$ cat config.mk
export PLATFORM = sky130hd
export DESIGN_NAME = txcat_queue
export DESIGN_NICKNAME = d
export VERILOG_FILES = /design/src/txcat_pkg.sv /design/src/txcat_queue.sv
export SDC_FILE = /design/constraint.sdc
export NUM_CORES = 1
export LEC_CHECK = 0
export ABC_AREA = 0
export ABC_CLOCK_PERIOD_IN_PS = 3600
export BUFFER_PORTS_ARGS = -buffer_cell sky130_fd_sc_hd__buf_2
export CORE_ASPECT_RATIO = 0.5
export CORE_MARGIN = 3
export CORE_UTILIZATION = 45
export DETAILED_ROUTE_END_ITERATION = 8
export PLACE_DENSITY_LB_ADDON = 0.1
export SLEW_MARGIN = 25
export SYNTH_ARGS = -nofsm -noshare
export SYNTH_HDL_FRONTEND = slang
export SYNTH_SLANG_ARGS = --single-unit
$ cat constraint.sdc
create_clock -name i_clk -period 3.6 [get_ports i_clk]
set_clock_uncertainty 0.15 [all_clocks]
set_input_delay 0.18 -clock i_clk [delete_from_list [all_inputs] [get_ports i_clk]]
set_output_delay 0.18 -clock i_clk [all_outputs]
set_load 0.005 [all_outputs]
$ cat src/txcat_pkg.sv
// txcat_pkg: shared types, character codes and register indexes for the
// text stream formatter. No dependencies.
`default_nettype none

package txcat_pkg;

    // Default width of the line counter in decimal digits
    localparam int NUMBER_DIGITS_DEF = 6;

    // Descriptor queue depth between front and back
    localparam int Q_DEPTH = 2;

    // Escape body: at most four bytes ("M-^X")
    localparam int BODY_MAX   = 4;
    localparam int BODY_CNT_W = 3;

    // Configuration register indexes
    localparam int CFG_IDX_W = 3;
    localparam logic [CFG_IDX_W-1:0] CFG_NUMBER_NONBLANK  = 3'd0;
    localparam logic [CFG_IDX_W-1:0] CFG_SHOW_ENDS        = 3'd1;
    localparam logic [CFG_IDX_W-1:0] CFG_NUMBER_ALL       = 3'd2;
    localparam logic [CFG_IDX_W-1:0] CFG_SQUEEZE_BLANK    = 3'd3;
    localparam logic [CFG_IDX_W-1:0] CFG_SHOW_TABS        = 3'd4;
    localparam logic [CFG_IDX_W-1:0] CFG_SHOW_NONPRINTING = 3'd5;

    // Character codes
    localparam logic [7:0] CH_TAB    = 8'h09;
    localparam logic [7:0] CH_LF     = 8'h0A;
    localparam logic [7:0] CH_SPACE  = 8'h20;
    localparam logic [7:0] CH_DOLLAR = 8'h24;
    localparam logic [7:0] CH_DASH   = 8'h2D;
    localparam logic [7:0] CH_ZERO   = 8'h30;
    localparam logic [7:0] CH_QMARK  = 8'h3F;
    localparam logic [7:0] CH_I      = 8'h49;
    localparam logic [7:0] CH_M      = 8'h4D;
    localparam logic [7:0] CH_CARET  = 8'h5E;
    localparam logic [7:0] CH_DEL    = 8'h7F;
    localparam logic [7:0] CH_FF     = 8'hFF;
    localparam logic [7:0] CTRL_LIMIT  = 8'h20;  // below this: control
    localparam logic [7:0] META_SPLIT  = 8'hA0;  // 128..159 get "M-^"
    localparam logic [7:0] CTRL_OFFSET = 8'h40;
    localparam logic [7:0] META_OFFSET = 8'h80;

    localparam logic [1:0] RUN_MAX = 2'd2;

    typedef struct packed {
        logic number_nonblank;
        logic show_ends;
        logic number_all;
        logic squeeze_blank;
        logic show_tabs;
        logic show_nonprinting;
    } t_cfg;

    // What the back end must write for one item (the line number travels
    // beside it, its width follows the digit count)
    typedef struct packed {
        logic                       num;
        logic                       dollar;
        logic [BODY_CNT_W-1:0]      body_cnt;
        logic [BODY_MAX-1:0][7:0]   body;
    } t_desc;

endpackage

`default_nettype wire

$ cat src/txcat_queue.sv
// txcat_queue: short descriptor queue between front and back end.
// Depends on txcat_pkg.
`default_nettype none

module txcat_queue
    import txcat_pkg::*;
#(
    parameter int NUMBER_DIGITS = NUMBER_DIGITS_DEF
) (
    input  wire logic                          i_clk,
    input  wire logic                          i_rst_n,
    input  wire logic                          i_push,
    input  wire t_desc                         i_desc,
    input  wire logic [NUMBER_DIGITS-1:0][3:0] i_bcd,
    output logic                               o_full,
    input  wire logic                          i_pop,
    output logic                               o_valid,
    output t_desc                              o_desc,
    output logic [NUMBER_DIGITS-1:0][3:0]      o_bcd
);

    localparam int PTR_W = (Q_DEPTH > 1) ? $clog2(Q_DEPTH) : 1;
    localparam int CNT_W = $clog2(Q_DEPTH + 1);

    t_desc                         r_desc [Q_DEPTH];
    logic [NUMBER_DIGITS-1:0][3:0] r_bcd  [Q_DEPTH];
    logic [PTR_W-1:0]              r_wptr;
    logic [PTR_W-1:0]              r_rptr;
    logic [CNT_W-1:0]              r_count;

    function automatic logic [PTR_W-1:0] ptr_inc(input logic [PTR_W-1:0] p);
        return (p == PTR_W'(Q_DEPTH - 1)) ? '0 : p + PTR_W'(1);
    endfunction

    assign o_full  = (r_count == CNT_W'(Q_DEPTH));
    assign o_valid = (r_count != '0);
    assign o_desc  = r_desc[r_rptr];
    assign o_bcd   = r_bcd[r_rptr];

    always_ff @(posedge i_clk) begin
        if (i_push) begin
            r_desc[r_wptr] <= i_desc;
            r_bcd[r_wptr]  <= i_bcd;
        end
    end

    always_ff @(posedge i_clk) begin
        if (!i_rst_n) begin
            r_wptr  <= '0;
            r_rptr  <= '0;
            r_count <= '0;
        end else begin
            if (i_push) r_wptr <= ptr_inc(r_wptr);
            if (i_pop)  r_rptr <= ptr_inc(r_rptr);
            case ({i_push, i_pop})
                2'b10:   r_count <= r_count + CNT_W'(1);
                2'b01:   r_count <= r_count - CNT_W'(1);
                default: ;
            endcase
        end
    end

endmodule

`default_nettype wire

Word level (Yosys, flattened, before mapping) --
Memories as Yosys holds them, arrays and structs flattened. A register that Yosys moved wholly into a read port is not among the register bits. Cells that the tools add are included.
Storage, ports and cells: register bits 4, memory bits (writable) 122, bits of input ports 65, word-level logic and storage cells 23, memories 2
Memories:
- r_desc | words 2, bits a word 37, read ports 1, clocked after memory_dff 1, wr ports 1, line txcat_queue.sv:25 | t_desc r_desc [Q_DEPTH];
- r_bcd | words 2, bits a word 24, read ports 1, clocked after memory_dff 1, wr ports 1, line txcat_queue.sv:26 | logic [NUMBER_DIGITS-1:0][3:0] r_bcd [Q_DEPTH];
Cells by class: add/sub/neg operators 4, equality and inequality tests 3, muxes and demuxes 9, reduce and logical (&&, ||, !) cells 2
Operators with widths (number):
- $mux 1 | 8
- $eq 2x2->1 const B | 2
- $pmux 2 s2 | 1
- $reduce_bool 2->1 | 2
- $add 1x1->1 const B | 2
- $add 2x1->2 const B | 1
- $eq 2x1->1 const B | 1
- $sub 2x1->2 const B | 1

Logic depth before layout (Yosys ltp) --
word-level depth 4, depth in mapped cells 5, depth with buffers taken out 5

Least setup slack after synthesis --
OpenSTA, ideal clock, no wires.
kind register to register, from register r_wptr, to memory r_bcd[0][0] in the netlist's numbering, enable pin, library setup time 0.483 ns, arrival time 2.887 ns, data required time 2.967 ns, slack 0.079 ns, cell stages (with the launch flop) 2, buffers on the path 0, path through dfxtp_1 > nor2_1
RTL lines:
- start: declaration | line txcat_queue.sv:27 | logic [PTR_W-1:0] r_wptr;
- start signal: assignment | line txcat_queue.sv:53 | if (i_push) r_wptr <= ptr_inc(r_wptr);
- end: declaration | line txcat_queue.sv:26
Straight into the memory's write port.

==> flow_summary.yaml <==
status:
  status: "finished, final reports clean"
logic_synthesis:
  yosysSeqAreaShare_pct: 81.7
  synth.distinct_cells: 17
  postSynthAreaPerCell_um2: 21.7
  yosysWarnings: 0
  synthCells: 212
  syn-cell-area_um2: 4600
  syn-num-nets: 278
  synth-seq-cells: 127
clock_tree:
  post_cts_buffers: 0
  cts_tree: "built"
  insertion_delay_ps: 400
  postCtsResizedCells: 0
  numCtsBuffers: 17
  clockBufferDepth: 2
  htree_levels: 4
  hold_buffers: 64
  path_clk_slew_ps: 60
  clock-root-buffer: "clkbuf_16"
  numClockSinks: 127
sta:
  tns_ps: 0
  rsz0062_at_grt: "false"
  tightest_slew_ps: 700
  finalCritPeriodShare_pct: 62.2
  period_needed_ps: 2240
  hold_viol: 0
  slew_headroom_pct: 53.3
  maxSlewViolCount: 0
  fmax_mhz: 447
  setup_violations: 0
detailed_routing:
  wl_per_cell_um: 15.4
  drt_wl_total_um: 8730
  drc_errors: 0
  ant_nets: 0
  drtIter0Drc: 90
  drt-pass1-iter-count: 4
  vias: 2640
  routed_via_density: 4.65
run:
  cap_violations: 0
min_path:
  min_path_cells: 3
  min_from: "i_push"
  min_to: "r_desc[0][31]"
  hp-class: "in -> reg"
final_layout:
  area_growth_pct: 46.7
  diodes: 0
  fill_cells: 665
  final_layout_size_suffix_gt1_share_pct: 52.9
  nets: 486
global_route:
  grt_max_degree: 52
  grt_first_pass_wirelength_um: 14100
  overflow: 0
  grt_usage_pct: 16.2
  antenna_found_initial: 0
  grt_pass1_vias: 2880
floorplan:
  start_util_pct: 47.5
  die_area_um2: 11600
  fp-row-count: 25
  die_x_um: 149
  pin_count: 128
  die_h_um: 77.5
  core-area_um2: 9700
worst_setup_path:
  worstPathMaxFanout: 29
  reg2reg_depth: 2
  crit_chain: "buf_4 > mux2_2 > buf_2"
  cp.required_ps: 3270
  arrival_ps: 1910
  cpPeakStageDelay_ps: 520
  r2r-end: "r_desc[0][22]"
  crit_type: "reg -> out"
  cp_num_cells: 3
  end_kind: "output pin"
  cp-start-kind: "flip-flop"
  reg2reg_slack_ps: 1760
  cp_num_buf_inv: 2
  cpLargestDelayFamily: "buffers and inverters"
  crit_slowest_cell: "dfxtp_2"
  worstReg2RegStart: "r_wptr"
placement:
  dp_hpwl_um: 5320
  place_congestion: 0.739
  portBuffers: 127
power_and_ir_drop:
  totalPowerFinal_mw: 4.07
  powerDensity_nw_per_um2: 602
  peakVddDrop_mv: 0.385
  p_leak_nw: 2.60
power by group:
part | total [mW] | leakage [nW] | internal [mW] | switching (mW)
sequential | 1.73 | 1.19 | 1.71 | 0.0249
combinational | 0.352 | 1.08 | 0.204 | 0.148
clock | 1.98 | 0.331 | 1.37 | 0.611
how the worst max path moves through the flow:
| stage | start | to | slack, ps |
|---|---|---|---|
| 3_3_place_gp | i_push | r_desc[0][23] | 1800 |
| 5_1_grt | flip-flop | o_bcd[4] | 1250 |
| 6_report | flip-flop | o_bcd[4] | 1360 |
| 4_1_cts | flip-flop | o_bcd[4] | 1320 |
| 2_1_floorplan | r_wptr | r_bcd[0][0] | 80 |
| 3_5_place_dp | i_push | r_bcd[0][7] | 1740 |
sequential cells by signal, summed over array words and instances, names as in the netlist, named ones only:
signal and count:
r_desc 74, r_bcd 48, r_count 2, r_rptr 1
r_wptr 1
kinds of logic after synthesis:
family | share of synthesized area [%]
flops | 81.7
fa+ha+maj | 0.272
mux | 14.9
xor+xnor | 0.571
compound gates | 0.435
simple gates | 1.22
buf+inv | 0.842
tightest hold or removal path, stage by stage:
cell and delay, ps:
buf_2 110, inv_1 110, nor2_4 100
cells in the mapped netlist:
master	n	share of area, %
inv_1	1	0.081
ha_1	1	0.27
buf_2	7	0.76
or3_1	1	0.14
xor2_1	1	0.19
and2b_2	1	0.19
nor2_1	1	0.081
dfxtp_1	5	2.2
nor2b_1	1	0.14
xnor2_1	2	0.38
mux2_2	61	15
o21ai_0	1	0.11
or2_2	1	0.14
and2_1	4	0.54
edfxtp_1	122	80
o21a_1	1	0.16
a21boi_1	1	0.16
final cells by class:
cell class / instances / area, µm² / area share, %
clock buffer: 18 / 429 / 6.36
clock inverter: 14 / 262 / 3.87
inverter: 1 / 3.75 / 0.0556
multi-input combinational: 77 / 811 / 12.0
sequential: 127 / 3760 / 55.8
tap: 135 / 169 / 2.50
timing repair buffer: 196 / 1310 / 19.5
metrics by stage:
stage          hold WS, ps  worst slack (ps)  instances  utilization (%)  instance area (µm²)
2_1_floorplan          129              79.4        212                -                 4600
3_3_place_gp           218              1800        472             55.9                 5420
3_5_place_dp           221              1740        472             55.9                 5420
4_1_cts                110              1320        568             69.6                 6750
5_1_grt                120              1250        568             69.6                 6750
6_report               126              1360        568             69.6                 6750
placed cells by master (no fill, tap or decap), drive strengths merged:
master	synthesis	final
buf	7	132
edfxtp	122	122
dlygate4sd3	0	64
mux2	61	61
clkbuf	0	18
bufinv	0	7
dfxtp	5	5
and2	4	4
clkinv	0	3
inv	1	3
xnor2	2	2
clkinvlp	0	2
nor2	1	1
or2	1	1
xor2	1	1
and2b	1	1
nor2b	1	1
o21a	1	1
o21ai	1	1
or3	1	1
a21boi	1	1
ha	1	1
per-layer routing:
metal  vias up  global-route usage [%]  routed length [µm]
met5         -                       0                   0
met4         0                    6.21                  92
met3         9                    6.01                 531
met2        84                    27.3                4490
met1      1288                    19.1                3620
li1       1259                       -                   -
Note: power is estimated with default switching activity, not from simulation.
