--- src/txcat_pkg.sv ---
// txcat_pkg: shared types, character codes and register indexes for the
// text stream formatter. No dependencies.
`default_nettype none

package txcat_pkg;

    // Default width of the line counter in decimal digits
    localparam int NUMBER_DIGITS_DEF = 6;

    // Descriptor queue depth between front and back
    localparam int Q_DEPTH = 2;

    // Escape body: at most four bytes ("M-^X")
    localparam int BODY_MAX   = 4;
    localparam int BODY_CNT_W = 3;

    // Configuration register indexes
    localparam int CFG_IDX_W = 3;
    localparam logic [CFG_IDX_W-1:0] CFG_NUMBER_NONBLANK  = 3'd0;
    localparam logic [CFG_IDX_W-1:0] CFG_SHOW_ENDS        = 3'd1;
    localparam logic [CFG_IDX_W-1:0] CFG_NUMBER_ALL       = 3'd2;
    localparam logic [CFG_IDX_W-1:0] CFG_SQUEEZE_BLANK    = 3'd3;
    localparam logic [CFG_IDX_W-1:0] CFG_SHOW_TABS        = 3'd4;
    localparam logic [CFG_IDX_W-1:0] CFG_SHOW_NONPRINTING = 3'd5;

    // Character codes
    localparam logic [7:0] CH_TAB    = 8'h09;
    localparam logic [7:0] CH_LF     = 8'h0A;
    localparam logic [7:0] CH_SPACE  = 8'h20;
    localparam logic [7:0] CH_DOLLAR = 8'h24;
    localparam logic [7:0] CH_DASH   = 8'h2D;
    localparam logic [7:0] CH_ZERO   = 8'h30;
    localparam logic [7:0] CH_QMARK  = 8'h3F;
    localparam logic [7:0] CH_I      = 8'h49;
    localparam logic [7:0] CH_M      = 8'h4D;
    localparam logic [7:0] CH_CARET  = 8'h5E;
    localparam logic [7:0] CH_DEL    = 8'h7F;
    localparam logic [7:0] CH_FF     = 8'hFF;
    localparam logic [7:0] CTRL_LIMIT  = 8'h20;  // below this: control
    localparam logic [7:0] META_SPLIT  = 8'hA0;  // 128..159 get "M-^"
    localparam logic [7:0] CTRL_OFFSET = 8'h40;
    localparam logic [7:0] META_OFFSET = 8'h80;

    localparam logic [1:0] RUN_MAX = 2'd2;

    typedef struct packed {
        logic number_nonblank;
        logic show_ends;
        logic number_all;
        logic squeeze_blank;
        logic show_tabs;
        logic show_nonprinting;
    } t_cfg;

    // What the back end must write for one item (the line number travels
    // beside it, its width follows the digit count)
    typedef struct packed {
        logic                       num;
        logic                       dollar;
        logic [BODY_CNT_W-1:0]      body_cnt;
        logic [BODY_MAX-1:0][7:0]   body;
    } t_desc;

endpackage

`default_nettype wire

--- src/txcat_back.sv ---
// txcat_back: walks the head descriptor one output byte per cycle, while the
// output is not stalled, into a registered output stage. Depends on txcat_pkg.
`default_nettype none

module txcat_back
    import txcat_pkg::*;
#(
    parameter int NUMBER_DIGITS = NUMBER_DIGITS_DEF
) (
    input  wire logic                          i_clk,
    input  wire logic                          i_rst_n,
    input  wire logic                          i_head_valid,
    input  wire t_desc                         i_head,
    input  wire logic [NUMBER_DIGITS-1:0][3:0] i_head_bcd,
    output logic                               o_pop,
    output logic                               o_out_valid,
    input  wire logic                          i_out_ready,
    output logic [7:0]                         o_out_byte,
    output logic                               o_out_last
);

    // slots: digits, tab, dollar, body bytes
    localparam int POS_TAB  = NUMBER_DIGITS;
    localparam int POS_DOL  = NUMBER_DIGITS + 1;
    localparam int POS_BODY = NUMBER_DIGITS + 2;
    localparam int POS_W    = $clog2(NUMBER_DIGITS + 2 + BODY_MAX);

    logic              r_busy;
    logic [POS_W-1:0]  r_pos;
    logic              r_lead;
    logic              r_out_valid;
    logic [7:0]        r_out_byte;
    logic              r_out_last;

    logic              load;
    logic [POS_W-1:0]  cur_pos;
    logic [POS_W-1:0]  n_pos;
    logic [POS_W-1:0]  pos_off;
    logic [1:0]        bidx;
    logic [3:0]        digit;
    logic              lead;
    logic [7:0]        cur_byte;
    logic              cur_last;

    assign load = i_head_valid && (!r_out_valid || i_out_ready);

    always_comb begin
        if (r_busy)                cur_pos = r_pos;
        else if (i_head.num)       cur_pos = '0;
        else if (i_head.dollar)    cur_pos = POS_W'(POS_DOL);
        else                       cur_pos = POS_W'(POS_BODY);

        pos_off = cur_pos - POS_W'(POS_BODY);
        bidx    = pos_off[1:0];

        digit = 4'd0;
        for (int k = 0; k < NUMBER_DIGITS; k++) begin
            if (cur_pos == POS_W'(k)) digit = i_head_bcd[NUMBER_DIGITS - 1 - k];
        end
        // units digit is always printed
        lead = (r_busy ? r_lead : 1'b1) && digit == 4'd0
               && cur_pos != POS_W'(NUMBER_DIGITS - 1);

        if (cur_pos < POS_W'(POS_TAB)) begin
            cur_byte = lead ? CH_SPACE : (CH_ZERO + {4'd0, digit});
            cur_last = 1'b0;
            n_pos    = cur_pos + POS_W'(1);
        end else if (cur_pos == POS_W'(POS_TAB)) begin
            cur_byte = CH_TAB;
            cur_last = !i_head.dollar && i_head.body_cnt == '0;
            n_pos    = i_head.dollar ? POS_W'(POS_DOL) : POS_W'(POS_BODY);
        end else if (cur_pos == POS_W'(POS_DOL)) begin
            cur_byte = CH_DOLLAR;
            cur_last = (i_head.body_cnt == '0);
            n_pos    = POS_W'(POS_BODY);
        end else begin
            cur_byte = i_head.body[bidx];
            cur_last = ({1'b0, bidx} + BODY_CNT_W'(1)) == i_head.body_cnt;
            n_pos    = cur_pos + POS_W'(1);
        end
    end

    assign o_pop       = load && cur_last;
    assign o_out_valid = r_out_valid;
    assign o_out_byte  = r_out_byte;
    assign o_out_last  = r_out_last;

    always_ff @(posedge i_clk) begin
        if (load) begin
            r_out_byte <= cur_byte;
            r_out_last <= cur_last;
            r_pos      <= n_pos;
            r_lead     <= lead;
        end
    end

    always_ff @(posedge i_clk) begin
        if (!i_rst_n) begin
            r_busy      <= 1'b0;
            r_out_valid <= 1'b0;
        end else if (load) begin
            r_busy      <= !cur_last;
            r_out_valid <= 1'b1;
        end else if (i_out_ready) begin
            r_out_valid <= 1'b0;
        end
    end

endmodule

`default_nettype wire

--- config.mk ---
export PLATFORM = sky130hd
export DESIGN_NAME = txcat_back
export DESIGN_NICKNAME = d
export VERILOG_FILES = /design/src/txcat_pkg.sv /design/src/txcat_back.sv
export SDC_FILE = /design/constraint.sdc
export NUM_CORES = 1
export LEC_CHECK = 0
export CELL_PAD_IN_SITES_DETAIL_PLACEMENT = 0
export CELL_PAD_IN_SITES_GLOBAL_PLACEMENT = 2
export CORE_UTILIZATION = 25
export CTS_BUF_LIST = sky130_fd_sc_hd__clkbuf_4 sky130_fd_sc_hd__clkbuf_8
export CTS_CLUSTER_SIZE = 16
export DETAILED_ROUTE_END_ITERATION = 7
export DONT_BUFFER_PORTS = 1
export MAX_ROUTING_LAYER = met4
export PLACE_DENSITY_LB_ADDON = 0.08
export SLEW_MARGIN = 10
export SYNTH_ARGS = -nofsm -noshare
export SYNTH_HDL_FRONTEND = slang
export SYNTH_SLANG_ARGS = --single-unit
--- constraint.sdc ---
create_clock -name i_clk -period 5.67 [get_ports i_clk]
set_clock_uncertainty 0.1 [all_clocks]
set_input_delay 0.8505 -clock i_clk [delete_from_list [all_inputs] [get_ports i_clk]]
set_output_delay 0.8505 -clock i_clk [all_outputs]
set_load 0.02 [all_outputs]
---- After elaboration in Yosys (flattened, before gate mapping) ----
Cells that the tools add are included.
storage, ports and cells
  register bits after elaboration ......... 16
  input port bits ......................... 65
  logic and storage cells ................. 58
  output and inout port bits .............. 11
cells by class
  $lt $le $gt $ge ......................... 2
  muxes and demuxes ....................... 24
  equal/unequal tests ..................... 9
  reductions and logical operators ........ 13
  $add $sub $neg .......................... 4
operators by type and width
  operator                                                                       count
  4-bit 2-to-1 mux                                                               12
  8-bit 2-to-1 mux                                                               4
  8-bit binary-select mux with 2-bit select                                      1
  4-bit by 3-bit equality test with 1-bit output (second input constant)         4
  4-bit by 2-bit equality test with 1-bit output (second input constant)         2
  4-bit zero test                                                                2
  6-bit by 4-bit adder with 7-bit output (first input constant)                  1
  7-bit 2-to-1 mux                                                               1
  1-bit 2-to-1 mux                                                               6
  1-bit logical AND                                                              5
  4-bit by 1-bit adder with 4-bit output (second input constant)                 1
  4-bit by 1-bit equality test with 1-bit output (second input constant)         1
  4-bit by 3-bit less-than comparator with 1-bit output (second input constant)  1
  4-bit by 3-bit != test with 1-bit output (second input constant)               1
  2-bit by 1-bit adder with 3-bit output (second input constant)                 1
  3-bit equality test                                                            1
  1-bit zero test                                                                3
  3-bit zero test                                                                1
  2-bit by 3-bit less-than comparator with 1-bit output (second input constant)  1
  2-bit nonzero test                                                             1
  2-bit by 1-bit subtractor with 2-bit output (second input constant)            1
  1-bit logical OR                                                               1

---- Depth between registers and ports, before layout ----
  depth in word-level cells ............... 15
  depth in mapped cells ................... 12
  mapped depth without buffers ............ 9

---- Worst setup path after synthesis ----
Ideal clock, no wire load.
  kind .................................... in2out
  start point ............................. input port i_head[36] (netlist name)
  end point ............................... output port o_pop
  required time ........................... 4.720 ns
  stages .................................. 11
  path buffers ............................ 3
  arrival time ............................ 2.924 ns
  path slack .............................. 1.795 ns
  path through ............................ or3b_1 > buf_6 > nand2_1 > buf_2 > ha_1 > clkbuf_1 > inv_1 > mux2i_1 > and4_1 > a31o_2 > and2_1
between the ends
  word-level cells in the longest chain between the ends .. 9
  elaborated cells on any way between the ends .. 12
  those cells by class .................... add/sub: 2; order compare: 1; eq/ne: 3; mux: 5; reduce/logical: 1
RTL lines
  element                                      line              text
  start: declaration                           txcat_back.sv:13  input wire t_desc i_head,
  4-bit 2-to-1 mux *                           txcat_back.sv:49  else if (i_head.num) cur_pos = '0;
  4-bit 2-to-1 mux *                           txcat_back.sv:48  if (r_busy) cur_pos = r_pos;
  2-bit by 1-bit subtractor with 2-bit output  txcat_back.sv:53  pos_off = cur_pos - POS_W'(POS_BODY);
  2-bit by 1-bit adder with 3-bit output       txcat_back.sv:78  cur_last = ({1'b0, bidx} + BODY_CNT_W'(1)) == i_head.body_cnt;
  3-bit equality test                          txcat_back.sv:78
  1-bit 2-to-1 mux                             txcat_back.sv:72  end else if (cur_pos == POS_W'(POS_DOL)) begin
  1-bit 2-to-1 mux                             txcat_back.sv:68  end else if (cur_pos == POS_W'(POS_TAB)) begin
  1-bit 2-to-1 mux *                           txcat_back.sv:64  if (cur_pos < POS_W'(POS_TAB)) begin
  via cur_last                                 txcat_back.sv:43  logic cur_last;
  1-bit logical AND *                          txcat_back.sv:83  assign o_pop = load && cur_last;
  end: declaration                             txcat_back.sv:15  output logic o_pop,
Mark *: on every way through the listed nets, which the timed path passes. The rest lies on a longest branch.

---- Worst setup path in the final report ----
  start point ............................. register r_busy
  end point ............................... output port o_pop
between the ends
  word-level cells in the longest chain between the ends .. 8
  elaborated cells on any way between the ends .. 11
  those cells by class .................... add/sub: 2; order compare: 1; eq/ne: 3; mux: 4; reduce/logical: 1
RTL lines
  element                                      line               text
  start: declaration                           txcat_back.sv:28   logic r_busy;
  start signal: assignment                     txcat_back.sv:102  r_busy <= !cur_last;
  4-bit 2-to-1 mux *                           txcat_back.sv:48
  2-bit by 1-bit subtractor with 2-bit output  txcat_back.sv:53
  2-bit by 1-bit adder with 3-bit output       txcat_back.sv:78
  3-bit equality test                          txcat_back.sv:78
  1-bit 2-to-1 mux                             txcat_back.sv:72
  1-bit 2-to-1 mux                             txcat_back.sv:68
  1-bit 2-to-1 mux *                           txcat_back.sv:64
  via cur_last                                 txcat_back.sv:43
  1-bit logical AND *                          txcat_back.sv:83
Marks and branches as above.

==> metrics <==
area of the die 6600 µm²; Hold Crit Class flip-flop to flip-flop; Largest stage delay, worst path 630 ps; M3 GR Usage 2.58%; Total GRT Usage 15.7%; CP arrival 3540 ps; critical path's slowest cell dfxtp_1; flop2flop setup slack 1850 ps; Initial Util 26.2%; Final period util 79.2%; power per standard cell area around 260 nW/µm²; synth warn 0; total negative slack 0 ps; Final Non-Filler Cells 237; core area 5990 µm²; post-DR vias/cell 5.68; largest area contributor in the netlist edfxtp_1; Clock Path Buffers 2; worst slew pin tran just over 800 ps; worst skew pair latency between 200 and 300 ps; number of flops mapped to enable cells by yosys 14; Hold Vio Cnt, Final 0; placed cell count approximately 230; CTS tree yes; Die Y 81.3 µm; post-route ant nets 0; commonest cells after routing, fill and taps aside edfxtp_1, a21oi_1, o21ai_0, nand2_1, inv_1; I/O Buffers 0; Net count, final between 200 and 250; Rows 28; Setup crit end kind primary output; Num CTS Buffers 3; final max-slew violation count 0; # hold bufs at CTS 0; Slew Limit Headroom 44.8%; GR Util met1 21.3%; Critical Path, Cell by Cell or3b_1, nand2_1, ha_1, or2_2, a21oi_1, a31o_2, and2_1; Congestion Overflow GR 0; Mapped Avg Cell Area 9.52 µm²; Die Wd ~81 µm; Post-CTS Resized 0; clk root buf clkbuf_8; dpl hpwl 3860 µm; Pleak slightly above 0.6 nW; Antenna Cells 0; r2r startpoint r_busy; GR Util met2 24.4%; FF-to-FF End o_out_byte[4]; Main synth FF type edfxtp_1; delay-heaviest family, CP simple AND/OR/NAND/NOR gates; top-area cell type share of the netlist area 26.8%; RSZ-0062 raised after global routing false; CP Buf/Inv Count 0; cell count after synthesis 165; Async SR Flop Fraction 0%; clock sink count 16; Layout area overhead 5.50%; Min-Delay Endpoint o_out_valid; pin count of the biggest net entering global routing 18; layout cells sized above 1 a little under an eighth; final setup margin between 1000 and 1500 ps; number of synthesized register bits 16; drt total wl 4860 µm; crit-path max FO 17; maximum vdd ir drop 83.6 µV; share of the yosys chip area belonging to registers 29.3%; most common cell after layout, fill and taps aside edfxtp_1; outcome finished clean; first-pass GRT wire length 7420 µm; Post-Syn Area 1570 µm²; WP data required 4720 ps; hold_sp o_out_valid; Max Freq 223 MHz; H-tree Lvls 1; Setup crit start kind flip-flop; endpoints failing setup 0; Ports 76; Reg clk slew, reported paths 70 ps; Crit Path Class flip-flop to primary output; top cells by area, synth edfxtp_1, mux4_1, a21oi_1, o21ai_0, ha_1; DP Worst Slack 1260 ps; wire per inst 20.5 µm; GRT Max-Usage Layer met2; Cell variety after synth 60; syn_nets approximately 230; vias in the first global route roughly 1400; max cap viols 0; reg2reg path depth 8; via count ~1300; initial antenna violation count 0; Post-CTS Setup Bufs 0; Iter 0 DRT Violations 77; GPL Wtd Cong 0.822; DRT Pass-1 Iters 4; min Tclk post-route 4490 ps; hold path depth 2; DR DRC count 0
==> cell type report <==
type,count,area (µm²)
Clock buffer,3,41.3
Clock inverter,1,3.75
Fill cell,632,4330
Inverter,9,41.3
Multi-Input combinational cell,133,1020
Sequential cell,16,460
Tap cell,75,93.8
==> logic make-up (layout without fill, tap and decap cells) <==
kind of cell	after synthesis	count (layout)	share of synthesized area, %
xor+xnor	5	5	2.79
buf+inv	16	13	5.98
fa+ha+maj	4	4	3.19
mux	7	7	9.48
flops	16	16	29.3
compound gates	61	61	27.3
simple gates	56	56	21.9
==> synth_stat cells (all sizes together), types with 2 or more instances <==
cell     n
a21oi   13
a31oi    2
and4     2
mux4     5
o21a     4
xor2     4
o22ai    2
dfxtp    2
a22oi    2
edfxtp  14
nor3b    2
nand3b   4
nor2b    3
inv      9
ha       4
o21ai   13
a221o    3
nand2b   3
a211oi   4
a21o     2
clkbuf   4
and2     7
o221ai   2
nor2     7
or3b     2
nand2   12
buf      3
and3     5
a211o    2
nand3    3
==> worst reg2reg max path, cell delays in order, from the launching register on <==
cell and delay, ps:
dfxtp_1 630, or3b_1 520, nand2_1 470, ha_1 540, a211o_1 340, a31oi_1 220
o221ai_1 190, a211o_1 290, o32a_1 280
==> worst max-delay path by stage <==
stage            end  depth (start not counted)        from
2_1_floorplan  o_pop                         11  i_head[36]
3_3_place_gp   o_pop                          7  i_head[35]
3_5_place_dp   o_pop                          7  i_head[35]
4_1_cts        o_pop                          7      r_busy
5_1_grt        o_pop                          7      r_busy
6_report       o_pop                          7      r_busy
==> sequential cells by signal, indices dropped and copies added, names as in the netlist <==
register and flops:
o_out_byte 8, r_pos 4, o_out_last 1, o_out_valid 1, r_busy 1, r_lead 1
==> where the power goes <==
group | internal, mW | switching, mW
clock network | 0.0482 | 0.0439
registers | 0.151 | 0.0234
logic | 0.0733 | 0.0921
total | 0.273 | 0.159
==> metrics by stage <==
step | power, mW | hold WS (ps) | util (%) | instance area (µm²)
global placement | 0.344 | 484 | 26.9 | 1610
CTS | 0.436 | 523 | 27.7 | 1660
floorplan | 0.308 | 470 | - | 1570
detailed placement | 0.344 | 511 | 26.9 | 1610
global route | 0.463 | 569 | 27.7 | 1660
finish | 0.432 | 522 | 27.7 | 1660
==> metal layers <==
layer,up-vias,share of wire (%)
met4,0,0.62
met1,635,46
met2,71,47
met3,2,6.3
met5,-,0
li1,639,-
Power figures use the tool's default switching activity.
