$ cat src/txcat_pkg.sv
// txcat_pkg: shared types, character codes and register indexes for the
// text stream formatter. No dependencies.
`default_nettype none

package txcat_pkg;

    // Default width of the line counter in decimal digits
    localparam int NUMBER_DIGITS_DEF = 6;

    // Descriptor queue depth between front and back
    localparam int Q_DEPTH = 2;

    // Escape body: at most four bytes ("M-^X")
    localparam int BODY_MAX   = 4;
    localparam int BODY_CNT_W = 3;

    // Configuration register indexes
    localparam int CFG_IDX_W = 3;
    localparam logic [CFG_IDX_W-1:0] CFG_NUMBER_NONBLANK  = 3'd0;
    localparam logic [CFG_IDX_W-1:0] CFG_SHOW_ENDS        = 3'd1;
    localparam logic [CFG_IDX_W-1:0] CFG_NUMBER_ALL       = 3'd2;
    localparam logic [CFG_IDX_W-1:0] CFG_SQUEEZE_BLANK    = 3'd3;
    localparam logic [CFG_IDX_W-1:0] CFG_SHOW_TABS        = 3'd4;
    localparam logic [CFG_IDX_W-1:0] CFG_SHOW_NONPRINTING = 3'd5;

    // Character codes
    localparam logic [7:0] CH_TAB    = 8'h09;
    localparam logic [7:0] CH_LF     = 8'h0A;
    localparam logic [7:0] CH_SPACE  = 8'h20;
    localparam logic [7:0] CH_DOLLAR = 8'h24;
    localparam logic [7:0] CH_DASH   = 8'h2D;
    localparam logic [7:0] CH_ZERO   = 8'h30;
    localparam logic [7:0] CH_QMARK  = 8'h3F;
    localparam logic [7:0] CH_I      = 8'h49;
    localparam logic [7:0] CH_M      = 8'h4D;
    localparam logic [7:0] CH_CARET  = 8'h5E;
    localparam logic [7:0] CH_DEL    = 8'h7F;
    localparam logic [7:0] CH_FF     = 8'hFF;
    localparam logic [7:0] CTRL_LIMIT  = 8'h20;  // below this: control
    localparam logic [7:0] META_SPLIT  = 8'hA0;  // 128..159 get "M-^"
    localparam logic [7:0] CTRL_OFFSET = 8'h40;
    localparam logic [7:0] META_OFFSET = 8'h80;

    localparam logic [1:0] RUN_MAX = 2'd2;

    typedef struct packed {
        logic number_nonblank;
        logic show_ends;
        logic number_all;
        logic squeeze_blank;
        logic show_tabs;
        logic show_nonprinting;
    } t_cfg;

    // What the back end must write for one item (the line number travels
    // beside it, its width follows the digit count)
    typedef struct packed {
        logic                       num;
        logic                       dollar;
        logic [BODY_CNT_W-1:0]      body_cnt;
        logic [BODY_MAX-1:0][7:0]   body;
    } t_desc;

endpackage

`default_nettype wire

$ cat src/txcat_front.sv
// txcat_front: takes requests, tracks line state and counter, classifies each
// byte into a descriptor. Depends on txcat_pkg.
`default_nettype none

module txcat_front
    import txcat_pkg::*;
#(
    parameter int NUMBER_DIGITS = NUMBER_DIGITS_DEF
) (
    input  wire logic                         i_clk,
    input  wire logic                         i_rst_n,
    input  wire logic                         i_in_valid,
    output logic                              o_in_ready,
    input  wire logic [7:0]                   i_in_byte,
    input  wire logic                         i_file_first,
    input  wire logic                         i_cfg_valid,
    output logic                              o_cfg_ready,
    input  wire logic [CFG_IDX_W-1:0]         i_cfg_index,
    input  wire logic                         i_cfg_data,
    input  wire logic                         i_q_full,
    output logic                              o_push,
    output t_desc                             o_desc,
    output logic [NUMBER_DIGITS-1:0][3:0]     o_bcd
);

    t_cfg                            r_cfg;
    logic [7:0]                      r_prev;
    logic [NUMBER_DIGITS-1:0][3:0]   r_bcd;
    logic [1:0]                      r_run;

    logic                            accept;
    logic                            after_nl;
    logic [1:0]                      run0;
    logic [1:0]                      n_run;
    logic                            sq_sup;
    logic                            do_num;
    logic                            all_nines;
    logic                            carry;
    logic [NUMBER_DIGITS-1:0][3:0]   bcd_inc;
    logic [NUMBER_DIGITS-1:0][3:0]   n_bcd;
    t_desc                           desc;
    logic                            is_ctrl;

    assign o_in_ready  = !i_q_full;
    assign o_cfg_ready = 1'b1;
    assign accept      = i_in_valid && !i_q_full;

    always_comb begin
        after_nl = (r_prev == CH_LF);
        run0     = i_file_first ? 2'd0 : r_run;
        n_run    = run0;
        sq_sup   = 1'b0;
        if (r_cfg.squeeze_blank) begin
            if (i_in_byte == CH_LF && after_nl) begin
                if (run0 < RUN_MAX) n_run = run0 + 2'd1;
                sq_sup = (n_run >= RUN_MAX);
            end else if (i_in_byte != CH_LF && after_nl && run0 != 2'd0) begin
                n_run = 2'd0;
            end
        end

        do_num = (r_cfg.number_all || r_cfg.number_nonblank) && !sq_sup && after_nl
                 && (r_cfg.number_all || i_in_byte != CH_LF);

        // saturating decimal increment
        all_nines = 1'b1;
        carry     = 1'b1;
        bcd_inc   = r_bcd;
        for (int i = 0; i < NUMBER_DIGITS; i++) begin
            if (r_bcd[i] != 4'd9) all_nines = 1'b0;
            if (carry) begin
                if (r_bcd[i] >= 4'd9) begin
                    bcd_inc[i] = 4'd0;
                end else begin
                    bcd_inc[i] = r_bcd[i] + 4'd1;
                    carry      = 1'b0;
                end
            end
        end
        n_bcd = (do_num && !all_nines) ? bcd_inc : r_bcd;

        is_ctrl = (i_in_byte < CTRL_LIMIT) && i_in_byte != CH_TAB && i_in_byte != CH_LF;

        desc.num      = do_num;
        desc.dollar   = r_cfg.show_ends && i_in_byte == CH_LF
                        && (!r_cfg.squeeze_blank || n_run < RUN_MAX);
        desc.body     = '0;
        desc.body_cnt = '0;
        if (r_cfg.show_tabs && i_in_byte == CH_TAB) begin
            desc.body[0]  = CH_CARET;
            desc.body[1]  = CH_I;
            desc.body_cnt = BODY_CNT_W'(2);
        end else if (r_cfg.show_nonprinting && is_ctrl) begin
            desc.body[0]  = CH_CARET;
            desc.body[1]  = i_in_byte + CTRL_OFFSET;
            desc.body_cnt = BODY_CNT_W'(2);
        end else if (r_cfg.show_nonprinting && i_in_byte > CH_DEL
                     && i_in_byte < META_SPLIT) begin
            desc.body[0]  = CH_M;
            desc.body[1]  = CH_DASH;
            desc.body[2]  = CH_CARET;
            desc.body[3]  = i_in_byte - CTRL_OFFSET;
            desc.body_cnt = BODY_CNT_W'(4);
        end else if (r_cfg.show_nonprinting && i_in_byte == CH_FF) begin
            desc.body[0]  = CH_M;
            desc.body[1]  = CH_DASH;
            desc.body[2]  = CH_CARET;
            desc.body[3]  = CH_QMARK;
            desc.body_cnt = BODY_CNT_W'(4);
        end else if (r_cfg.show_nonprinting && i_in_byte >= META_SPLIT) begin
            desc.body[0]  = CH_M;
            desc.body[1]  = CH_DASH;
            desc.body[2]  = i_in_byte - META_OFFSET;
            desc.body_cnt = BODY_CNT_W'(3);
        end else if (r_cfg.show_nonprinting && i_in_byte == CH_DEL) begin
            desc.body[0]  = CH_CARET;
            desc.body[1]  = CH_QMARK;
            desc.body_cnt = BODY_CNT_W'(2);
        end else if (!sq_sup) begin
            desc.body[0]  = i_in_byte;
            desc.body_cnt = BODY_CNT_W'(1);
        end
    end

    // a squeezed newline writes nothing and never reaches the queue
    assign o_push = accept && (desc.num || desc.dollar || desc.body_cnt != '0);
    assign o_desc = desc;
    assign o_bcd  = n_bcd;

    always_ff @(posedge i_clk) begin
        if (!i_rst_n) begin
            r_cfg  <= '0;
            r_prev <= CH_LF;
            r_bcd  <= '0;
            r_run  <= 2'd0;
        end else begin
            if (i_cfg_valid) begin
                case (i_cfg_index)
                    CFG_NUMBER_NONBLANK:  r_cfg.number_nonblank  <= i_cfg_data;
                    CFG_SHOW_ENDS:        r_cfg.show_ends        <= i_cfg_data;
                    CFG_NUMBER_ALL:       r_cfg.number_all       <= i_cfg_data;
                    CFG_SQUEEZE_BLANK:    r_cfg.squeeze_blank    <= i_cfg_data;
                    CFG_SHOW_TABS:        r_cfg.show_tabs        <= i_cfg_data;
                    CFG_SHOW_NONPRINTING: r_cfg.show_nonprinting <= i_cfg_data;
                    default: ;
                endcase
            end
            if (accept) begin
                r_prev <= i_in_byte;
                r_run  <= n_run;
                r_bcd  <= n_bcd;
            end
        end
    end

endmodule

`default_nettype wire

$ cat config.mk
export PLATFORM = sky130hd
export DESIGN_NAME = txcat_front
export DESIGN_NICKNAME = d
export VERILOG_FILES = /design/src/txcat_pkg.sv /design/src/txcat_front.sv
export SDC_FILE = /design/constraint.sdc
export NUM_CORES = 1
export LEC_CHECK = 0
export BUFFER_PORTS_ARGS = -buffer_cell sky130_fd_sc_hd__buf_2
export CAP_MARGIN = 20
export CELL_PAD_IN_SITES_DETAIL_PLACEMENT = 0
export CELL_PAD_IN_SITES_GLOBAL_PLACEMENT = 1
export CORE_MARGIN = 10
export CORE_UTILIZATION = 35
export DETAILED_ROUTE_END_ITERATION = 8
export GPL_TIMING_DRIVEN = 0
export PLACE_DENSITY = 0.85
export SYNTH_ARGS = -nofsm -noshare
export SYNTH_HDL_FRONTEND = slang
export SYNTH_SLANG_ARGS = --single-unit
$ cat constraint.sdc
create_clock -name i_clk -period 7.2 [get_ports i_clk]
set_input_delay 1.08 -clock i_clk [delete_from_list [all_inputs] [get_ports i_clk]]
set_output_delay 1.08 -clock i_clk [all_outputs]
set_load 0.01 [all_outputs]
Word level (Yosys, flattened, before mapping). Index checks and enable logic that the tools add are counted.

Logic and storage cells: 147. Memory bits (read-only): 0. Memories kept: 0. Output and inout port bits: 64. Bits in writable memories: 0. Input bits: 18. Bits in latches: 0. Register bits: 40.

Divide/modulo/power cells: 0. Reductions and logical operators: 38. $add $sub $neg: 10. Multiply operators: 0. Bitwise logic cells: 0. Multiplexer cells: 54. Shift operators: 0. $lt $le $gt $ge: 13. Equality and inequality tests: 18.

Operators by type and width (number): 16-bit 2-to-1 mux (4); 24-bit 2-to-1 mux (2); 4-bit 2-to-1 mux (11); 35-bit 2-to-1 mux (1); 4-bit by 1-bit adder with 4-bit output, second input constant (6); 8-bit by 4-bit == test with 1-bit output, second input constant (3); 4-bit greater-or-equal comparator, second input constant (6); 8-bit 2-to-1 mux (3); 4-bit != test, second input constant (6); 1-bit logical AND (20); 1-bit 2-to-1 mux (18); 8-bit by 4-bit != test with 1-bit output, second input constant (2); 3-bit 2-to-1 mux (5); 14-bit 2-to-1 mux (1); 2-bit 2-to-1 mux (7); 6-bit 2-to-1 mux (2); 2-bit AND reduction (6); 8-bit by 7-bit adder with 8-bit output, second input constant (1); 8-bit by 7-bit == test with 1-bit output, second input constant (1); 8-bit == test, second input constant (1); 8-bit greater-or-equal comparator, second input constant (1); 8-bit by 7-bit greater-than comparator with 1-bit output, second input constant (1); 8-bit by 6-bit less-than comparator with 1-bit output, second input constant (1); 8-bit less-than comparator, second input constant (1); 13 further kinds (23).

Logic depth before layout (Yosys ltp).
Depth after elaboration: 18. Gate-level depth with buffers: 9. Depth with buffers taken out: 7.

Least setup slack after synthesis. No wires, ideal clock.

Kind: input to output. From: in i_in_byte[6]. To: out o_bcd[12] (netlist name). Buffers on the path: 1. Slack: 3.233 ns. Required time: 6.120 ns. Arrival: 2.887 ns. Cell stages on the path: 8. Cells stage by stage: inv_1 > ha_1 > or4b_4 > o311ai_2 > buf_4 > nor2_2 > nand3_2 > mux2_2.

RTL lines: start, declared (line txcat_front.sv:14) `input wire logic [7:0] i_in_byte,`; end, declared (line txcat_front.sv:23) `output logic [NUMBER_DIGITS-1:0][3:0] o_bcd`.

==> run metrics <==
portion of the clock cycle consumed by the worst path in the final layout 0.660; maximum clock frequency 210 MHz; run status completed; critical path required time 6.12 ns; instance count of the mapped netlist 449; number of antenna-violating nets in the routed design 0; post-synthesis area per instance 7.86 sq um; multi-input logic area 2470 sq um; detailed-route wire length 11.5 mm; Synth Flop Type sky130_fd_sc_hd__dfxtp_1; Total Routing Usage GR 0.155; Critical Path Source Type primary input; die boundary height 120 um; initial core utilization 0.360; CTS resizes 0; share of the yosys chip area belonging to registers 0.227; x dimension of the die 120 um; wire length on met1 5.40 mm; pin count of the biggest net entering global routing 14; final worst clock skew 0.00506 ns; count of inserted antenna diode cells 0; most common library cell in the layout ignoring fill and taps sky130_fd_sc_hd__buf_2; adder and majority gate portion of the synthesized area 0.0850; deepest level of the CTS H-tree 2; max cap viols 0; CTS tree yes; routability-driven placement congestion ratio 0.837; 1st-iter DRT viols 368; post-synthesis sequential element count 40; peak supply drop 0.0582 mV; count of nets after finishing 579; setup repair after global routing missed its margin no; Die Outline Area 14500 sq um; met2 wire length 5.34 mm; Netlist cell types 79; maximum clock path buffer count 2; async set-or-reset flop fraction in the synthesized netlist 0; Initial DRT Pass Iterations 5; Register Area 801 sq um; grt total ovfl 0; Setup-failing EPs final 0; power density of the placed cells 112 nW/um^2; row count 36; CP Max Fanout 10; final worst setup slack 2.45 ns; I/O pin count 82; count of buffers added by post-CTS timing repair for setup 0; dpl ws 2.54 ns; Routed met3 length 628 um; core area 9820 sq um; Buffers on Ports 79; xor-xnor portion of the synthesized cell area 0.00248; total clock sinks 40; post-synth design cell area 3530 sq um; leakage power summed over all cells 1.85 nW; Via Count 3764; pin slew with the least headroom to its limit 0.732 ns; number of fillers in the final layout 1061; syn_nets 491; DR top layer met4; hold crit path type flop to flop; combinational family with the most area after synthesis simple AND/OR/NAND/NOR gates; clock buffers created by TritonCTS 5; commonest non-fill, non-tap cells in the layout 86 x sky130_fd_sc_hd__buf_2, 47 x sky130_fd_sc_hd__nand2_1, 40 x sky130_fd_sc_hd__dfxtp_1; Clk Tree Root Cell sky130_fd_sc_hd__clkbuf_8; Finished Layout Cells 671; Synth Warn # 0; CTS clk-pin slew, worst paths 0.08 ns; share of layout cells above drive strength 1 0.266; compound-gate portion of the synthesized area 0.253; portion of netlist area occupied by mux cells 0.0595; count of final max-slew check failures 0; Avg Vias per Cell 5.61; shortest period the worst path allows 4.75 ns; clock latency of the later-clocked register in the worst-skew pair 0.30 ns; placed cells 662; hold bufs inserted after CTS 0; kind of end point of the critical path output pin; Layout Area Growth over Synthesis 18.7%; antenna violations before repair 0; final hold vios 0; number of enable flip-flop cells after synthesis 0; simple-gate portion of the synthesized area 0.300; wire length of the first global-routing pass 18.8 mm; endpoint arrival time on the critical path 3.67 ns; aggregate negative setup slack 0 ns; vias in the first global route 3814; slew margin rel. 0.508; sum of net half-perimeters after detailed placement 8.88 mm; detailed-route DRC error count 0; Avg WL per Cell 17.1 um; classification of the worst setup path primary input to output pin
## where the power goes
| part | switching [mW] | internal, mW |
|---|---|---|
| combinational | 0.0566 | 0.0318 |
| clock | 0.0871 | 0.0676 |
| sequential | 0.00191 | 0.225 |
## Yosys cell counts (all sizes together), types with 2 or more instances
| cell | number | area, sq um |
|---|---|---|
| inv | 24 | 90.1 |
| nor3 | 11 | 60.1 |
| a21o | 7 | 55.1 |
| nand4bb | 2 | 22.5 |
| nand3 | 29 | 150 |
| ha | 24 | 300 |
| or3b | 4 | 35.0 |
| nand3b | 4 | 30.0 |
| clkbuf | 6 | 22.5 |
| o31a | 2 | 17.5 |
| dfxtp | 40 | 801 |
| nand4 | 7 | 50.1 |
| o21ai | 21 | 113 |
| buf | 20 | 143 |
| o311ai | 4 | 42.6 |
| nor2 | 30 | 115 |
| a211oi | 6 | 45.0 |
| o21a | 10 | 75.1 |
| and2 | 9 | 56.3 |
| a21boi | 4 | 30.0 |
| and3 | 8 | 50.1 |
| a21oi | 23 | 119 |
| nor3b | 4 | 35.0 |
| a31o | 4 | 35.0 |
| nand2b | 5 | 31.3 |
| nand4b | 3 | 26.3 |
| or3 | 4 | 25.0 |
| a41oi | 3 | 26.3 |
| a31oi | 15 | 93.8 |
| or2 | 3 | 21.3 |
| nor4 | 5 | 46.3 |
| mux2 | 8 | 90.1 |
| a311oi | 2 | 23.8 |
| o211ai | 2 | 15.0 |
| o41ai | 5 | 43.8 |
| nand2 | 48 | 183 |
| nor2b | 3 | 18.8 |
| mux2i | 12 | 120 |
| nor4b | 2 | 32.5 |
| o31ai | 7 | 52.6 |
## metrics by stage
stage | cell area, sq um | total power [mW] | hold slack, ns | utilization
3_5_place_dp | 4100 | 0.319 | 0.447 | 0.418
4_1_cts | 4190 | 0.473 | 0.459 | 0.426
2_1_floorplan | 3530 | 0.288 | 0.432 | -
3_3_place_gp | 4090 | 0.318 | 0.443 | 0.417
6_report | 4190 | 0.470 | 0.459 | 0.427
5_1_grt | 4190 | 0.492 | 0.478 | 0.427
## path summary, 6_finish.rpt
path | start | endpoint | slack [ns] | cells past startpoint
max | i_in_byte[6] | o_bcd[23] | 2.45 | 11
min | r_prev[2]$_SDFFE_PN0P_ | r_prev[2]$_SDFFE_PN0P_ | 0.46 | 2
max reg2reg | r_bcd[4]$_SDFFE_PN0P_ | r_bcd[15]$_SDFFE_PN0P_ | 4.55 | 8
min reg2reg | r_prev[2]$_SDFFE_PN0P_ | r_prev[2]$_SDFFE_PN0P_ | 0.46 | 2
## worst max-delay path, stage by stage
cell and delay [ns]:
sky130_fd_sc_hd__buf_2 0.17, sky130_fd_sc_hd__inv_1 0.11, sky130_fd_sc_hd__ha_1 0.25, sky130_fd_sc_hd__nor4b_4 0.16, sky130_fd_sc_hd__a31oi_1 0.38, sky130_fd_sc_hd__o21a_1 0.20
sky130_fd_sc_hd__buf_2 0.25, sky130_fd_sc_hd__buf_1 0.44, sky130_fd_sc_hd__a41oi_1 0.19, sky130_fd_sc_hd__a31oi_1 0.26, sky130_fd_sc_hd__buf_2 0.18
## registers in the layout, summed over array words and instances, names as in the netlist
| register | count |
|---|---|
| r_bcd | 24 |
| r_cfg | 6 |
| r_prev | 8 |
| r_run | 2 |
## kinds of logic (layout without fill, tap and decap cells)
kind of cell / count (synthesis) / count (layout)
other: 1 / 1
multiplexers: 20 / 20
buffers and inverters: 50 / 139
flip-flops: 40 / 40
AND/OR/NAND/NOR: 188 / 188
adder cells (fa/ha/maj): 24 / 24
XOR/XNOR: 1 / 1
AO/OA/AOI/OAI: 125 / 125
## final cells by class
| class | count | area share |
|---|---|---|
| Inverter | 24 | 0.0215 |
| Timing Repair Buffer | 81 | 0.0973 |
| Clock buffer | 5 | 0.0164 |
| Clock inverter | 3 | 0.00448 |
| Tap cell | 133 | 0.0397 |
| Sequential cell | 40 | 0.191 |
| Buffer | 26 | 0.0394 |
| Multi-Input combinational cell | 359 | 0.590 |
## layer usage
layer	vias to the layer above	track usage
li1	1842	-
met1	1795	0.199
met2	119	0.258
met3	8	0.0316
met4	0	0.0385
met5	-	0
Note: power is estimated with default switching activity, not from simulation.
